File: config.mk
export PLATFORM = sky130hd
export DESIGN_NAME = dsst_div
export DESIGN_NICKNAME = d
export VERILOG_FILES = /design/src/hdl/dsst_pkg.sv /design/src/hdl/dsst_div.sv
export VERILOG_INCLUDE_DIRS = /design/src /design/src/hdl
export SDC_FILE = /design/constraint.sdc
export NUM_CORES = 1
export LEC_CHECK = 0
export BUFFER_PORTS_ARGS = -buffer_cell sky130_fd_sc_hd__buf_2
export CORE_MARGIN = 2
export CORE_UTILIZATION = 30
export DETAILED_ROUTE_END_ITERATION = 6
export REMOVE_ABC_BUFFERS = 1
export SLEW_MARGIN = 10
export SYNTH_ARGS = -nofsm -noshare
export SYNTH_HDL_FRONTEND = slang
export SYNTH_SLANG_ARGS = --single-unit
File: constraint.sdc
create_clock -name clk -period 7.65 [get_ports clk]
set_input_delay 1.53 -clock clk [delete_from_list [all_inputs] [get_ports clk]]
set_output_delay 1.53 -clock clk [all_outputs]
set_load 0.02 [all_outputs]
File: src/hdl/assert_macros.svh
// Assertion macros shared by the tracker RTL.
// Depends on nothing; each user has clk and rst_n in scope.
`ifndef ASSERT_MACROS_SVH
`define ASSERT_MACROS_SVH

// Check prop on every clock edge outside reset.
`define DSST_ASSERT(lbl, prop, msg) \
  lbl: assert property (@(posedge clk) disable iff (!rst_n) prop) else $error(msg);

// Check that cond is followed in the next cycle by nxt.
`define DSST_ASSERT_NEXT(lbl, cond, nxt, msg) \
  lbl: assert property (@(posedge clk) disable iff (!rst_n) (cond) |=> (nxt)) else $error(msg);

`endif

File: src/hdl/dsst_pkg.sv
// Package for the dirty stripe shard tracker: widths, codes and the
// divider request/response types. Depends on nothing.
package dsst_pkg;

  localparam int STRIPE_ENTRIES_DEF = 1024;
  localparam int MAX_SHARDS_DEF     = 16;

  localparam int OFF_W   = 48;
  localparam int LEN_W   = 32;
  localparam int QRY_W   = 32;
  localparam int K_W     = 5;
  localparam int SB_W    = 25;
  localparam int CFG_W   = 25;
  localparam int CFGI_W  = 2;
  localparam int STAT_W  = 2;
  localparam int SCNT_W  = 11;
  localparam int DVD_W   = 49;  // offset + count - 1 needs one bit over offset
  localparam int SS_W    = 30;  // k * shard_bytes
  localparam int QUO_W   = 17;
  localparam int ITER_W  = 5;
  localparam int SHIFT_W = 6;

  localparam logic [STAT_W-1:0] ST_OK      = 2'd0;
  localparam logic [STAT_W-1:0] ST_INVALID = 2'd1;
  localparam logic [STAT_W-1:0] ST_BEYOND  = 2'd2;

  localparam logic [CFGI_W-1:0] CFG_GEOM  = 2'd0;
  localparam logic [CFGI_W-1:0] CFG_K     = 2'd1;
  localparam logic [CFGI_W-1:0] CFG_SBYTE = 2'd2;

  localparam logic CMD_MARK  = 1'b0;
  localparam logic CMD_QUERY = 1'b1;

  typedef struct packed {
    logic              start;
    logic [DVD_W-1:0]  dividend;
    logic [SS_W-1:0]   divisor;
    logic [ITER_W-1:0] iters;
  } div_req_t;

  typedef struct packed {
    logic             done;
    logic [QUO_W-1:0] quotient;
    logic [SS_W-1:0]  remainder;
  } div_rsp_t;

endpackage

File: src/hdl/dsst_div.sv
// Shared restoring divider, one quotient bit per cycle, short quotients only.
// Depends on dsst_pkg and assert_macros.svh.
`include "assert_macros.svh"

module dsst_div (
  input  logic              clk,
  input  logic              rst_n,
  input  dsst_pkg::div_req_t req,
  output dsst_pkg::div_rsp_t rsp
);

  logic [dsst_pkg::DVD_W-1:0]  dvd_r, dvd_nxt;
  logic [dsst_pkg::SS_W-1:0]   rem_r, rem_nxt;
  logic [dsst_pkg::SS_W-1:0]   dvs_r, dvs_nxt;
  logic [dsst_pkg::QUO_W-1:0]  quo_r, quo_nxt;
  logic [dsst_pkg::ITER_W-1:0] cnt_r, cnt_nxt;
  logic                        busy_r, busy_nxt;
  logic                        done_r, done_nxt;
  logic [dsst_pkg::SS_W:0]     rem_sh;
  logic                        ge;

  // Partial remainder shifted by one dividend bit, then trial subtract.
  assign rem_sh = {rem_r, dvd_r[dsst_pkg::DVD_W-1]};
  assign ge     = rem_sh >= {1'b0, dvs_r};

  always_comb begin
    dvd_nxt  = dvd_r;
    rem_nxt  = rem_r;
    dvs_nxt  = dvs_r;
    quo_nxt  = quo_r;
    cnt_nxt  = cnt_r;
    busy_nxt = busy_r;
    done_nxt = 1'b0;
    if (req.start) begin
      // Bits above the quotient width are already below the divisor.
      dvd_nxt  = req.dividend << (dsst_pkg::SHIFT_W'(dsst_pkg::DVD_W) -
                                  dsst_pkg::SHIFT_W'(req.iters));
      rem_nxt  = dsst_pkg::SS_W'(req.dividend >> req.iters);
      dvs_nxt  = req.divisor;
      quo_nxt  = '0;
      cnt_nxt  = req.iters;
      busy_nxt = 1'b1;
    end else if (busy_r) begin
      rem_nxt = ge ? dsst_pkg::SS_W'(rem_sh - {1'b0, dvs_r}) : rem_sh[dsst_pkg::SS_W-1:0];
      quo_nxt = {quo_r[dsst_pkg::QUO_W-2:0], ge};
      dvd_nxt = dvd_r << 1;
      cnt_nxt = cnt_r - 1'b1;
      if (cnt_r == dsst_pkg::ITER_W'(1)) begin
        busy_nxt = 1'b0;
        done_nxt = 1'b1;
      end
    end
  end

  always_ff @(posedge clk) begin
    if (!rst_n) begin
      busy_r <= 1'b0;
      done_r <= 1'b0;
      cnt_r  <= '0;
    end else begin
      busy_r <= busy_nxt;
      done_r <= done_nxt;
      cnt_r  <= cnt_nxt;
    end
    dvd_r <= dvd_nxt;
    rem_r <= rem_nxt;
    dvs_r <= dvs_nxt;
    quo_r <= quo_nxt;
  end

  assign rsp.done      = done_r;
  assign rsp.quotient  = quo_r;
  assign rsp.remainder = rem_r;

  `DSST_ASSERT(a_no_start_busy, !(req.start && busy_r), "divider restarted while busy")
  `DSST_ASSERT_NEXT(a_last_step, busy_r && cnt_r == dsst_pkg::ITER_W'(1) && !req.start, done_r && !busy_r, "divider missed its done")

endmodule

==> results.sh <==
export IMPL_status="finished, final reports clean"
export IMPL_antenna_left=0
export IMPL_synth_flop_cell="edfxtp_1"
export IMPL_dp_slack_ns=2.67
export IMPL_core_area_um2=37800
export IMPL_avgSynthCellArea_um2=9.09
export IMPL_yosysSeqAreaShare_pct=32.5
export IMPL_synth_cells=1272
export IMPL_area_delta_synth_final_pct=14.3
export IMPL_setup_viol=0
export IMPL_netlist_area_um2=11600
export IMPL_setup_slack_ns=3.09
export IMPL_die_x_um=200
export IMPL_post_cts_resize_count=0
export IMPL_track_usage_pct=17.9
export IMPL_drtPass1Iterations=6
export IMPL_grt_max_degree=80
export IMPL_p_leak_nw=5.43
export IMPL_ioPinCount=135
export IMPL_via_count=10100
export IMPL_min_period_over_period_pct=59.7
export IMPL_routedWlPerCell_um=19.5
export IMPL_cts_max_level=4
export IMPL_fp_dieH_um=200
export IMPL_path_clk_slew_ns=0.06
export IMPL_clk_latency_ns=0.45
export IMPL_layout_commonest_cell="mux2i_1"
export IMPL_startpoint_type="primary input"
export IMPL_cts_tree="built"
export IMPL_clkSinkCount=133
export IMPL_drt_wl_total_um=36400
export IMPL_tns_ns=0
export IMPL_antenna_found_initial=2
export IMPL_synth_edf_count=109
export IMPL_cp_max_fo=53
export IMPL_clock_root_buffer="clkbuf_16"
export IMPL_synthArstFlopShare_pct=0
export IMPL_whs_ns=0.488
export IMPL_final_cell_mix="161 x mux2i_1, 153 x nor2_1, 133 x buf_2"
export IMPL_max_freq_ghz=0.219
export IMPL_numCtsBuffers=17
export IMPL_drive_gt1_share_pct=21.5
export IMPL_clk_path_buf_depth=2
export IMPL_yosys_area_top_type_share_pct=28.3
export IMPL_postCtsSetupRepairBufs=0
export IMPL_crit_path_end_kind="flop"
export IMPL_synth_seq_cells=133
export IMPL_crit_type="primary input to flop"
export IMPL_synthTopCellsByArea="edfxtp_1 28%, mux2i_1 14%, mux2_2 7.0%"
export IMPL_overflow=0
export IMPL_dp_hpwl_um=27600
export IMPL_rows=71
export IMPL_hp_class="flop to flop"
export IMPL_io_buffers=134
export IMPL_required_ns=7.84
export IMPL_maxCapViolations=0
export IMPL_yosys_area_top_type="edfxtp_1"
export IMPL_arrival_ns=4.75
export IMPL_place_congestion=0.920
export IMPL_cellPowerDensity_nw_per_um2=263
export IMPL_tightest_slew_ns=1.08
export IMPL_grt_pass1_wl_um=56200
export IMPL_rsz0062_at_grt="no"
export IMPL_hold_viol=0
export IMPL_dr_first_iter_drc_count=753
export IMPL_final_nets=1463
export IMPL_worst_clock_skew_ns=0.0145
export IMPL_yosysWarningCount=0
export IMPL_ir_drop_mv=0.151
export IMPL_drv_slew=0
export IMPL_drc=0
export IMPL_drt_vias_per_instance=5.42
export IMPL_start_util_pct=30.5
export IMPL_synth_distinct_cells=82
export IMPL_slew_headroom_pct=27.7
export IMPL_grt_pass1_vias=9672
export IMPL_layout_min_cycle_time_ns=4.56
export IMPL_die_area_um2=40100
export IMPL_cts_hold_buf=0
kinds of logic (layout without fill, tap and decap cells):
| logic type | count (synthesis) | in the layout | synth area share [%] |
|---|---|---|---|
| flops | 133 | 133 | 32.5 |
| mux | 244 | 244 | 22.9 |
| other cells | 1 | 3 | 0.0324 |
| simple gates | 349 | 349 | 13.7 |
| compound gates | 342 | 342 | 19.7 |
| buf+inv | 143 | 226 | 5.47 |
| xor+xnor | 26 | 26 | 1.97 |
| fa+ha+maj | 34 | 34 | 3.75 |
state kept, by name, summed over array words and instances, names as in the netlist:
register  flops
dvd_r        49
rem_r        30
dvs_r        30
busy_r        1
quo_r        17
cnt_r         5
done_r        1
layout make-up:
cell class / count / area [um^2]
tap: 511 / 639
fill: 3948 / 24600
timing repair buffer: 150 / 793
clock inverter: 14 / 199
antenna: 2 / 5.00
sequential: 133 / 3750
inverter: 44 / 165
multi-input combinational: 996 / 7220
clock buffer: 18 / 439
routing by layer:
metal | up-vias | global-route usage, % | wire length (um)
met5 | - | 0 | 0
met4 | 0 | 6.69 | 891
met3 | 52 | 2.77 | 1960
met2 | 343 | 28.8 | 17100
met1 | 4855 | 24.2 | 16400
li1 | 4871 | - | -
cells in the mapped netlist (all sizes together) (6+ instances only):
cell,count
a211oi,24
a31oi,11
nor2b,16
nand3,13
o2bb2ai,19
xnor2,17
nor2,154
o21ai,76
o22ai,6
dfxtp,24
o211ai,20
a221oi,10
a22o,6
mux2,74
inv,43
a21o,19
mux4,9
and2,7
xor2,9
a21oi,92
nand2,92
buf,36
edfxtp,109
clkbuf,63
nand2b,7
a22oi,6
nor3,16
o21a,11
nand4,11
ha,33
and3,8
mux2i,161
final timing paths:
check	from	endpoint	slack, ns	cells past startpoint
hold / removal	quo_r[16]	quo_r[16]	0.49	2
hold reg to reg	quo_r[16]	quo_r[16]	0.49	2
setup reg to reg	rem_r[15]	rem_r[5]	3.82	10
setup / recovery	req[2]	dvd_r[35]	3.09	9
report_power, final:
part           leakage (nW)  internal, W  total [W]  switching (W)
Combinational          3.82     0.000615    0.00155       0.000937
Clock                 0.311     0.000557   0.000909       0.000353
Sequential             1.30     0.000932    0.00101      0.0000826
Total                  5.43      0.00210    0.00348        0.00137
through the flow:
stage	instance area, um^2	total power [W]	utilization [%]	cells
global route	13200	0.00369	34.9	1868
CTS	13200	0.00349	34.9	1866
finish	13200	0.00348	34.9	1868
detailed placement	12600	0.00256	33.2	1834
global placement	12600	0.00255	33.2	1834
floorplan	11100	0.00211	-	1173
worst max-delay path, stage by stage:
cell and delay (ns):
buf_2 0.51, inv_1 0.14, ha_2 1.06, buf_4 0.38, mux2_2 0.38, o21ai_0 0.20
o21ai_0 0.10, a221oi_1 0.32, nor2_1 0.08
Note: power is estimated with default switching activity, not from simulation.
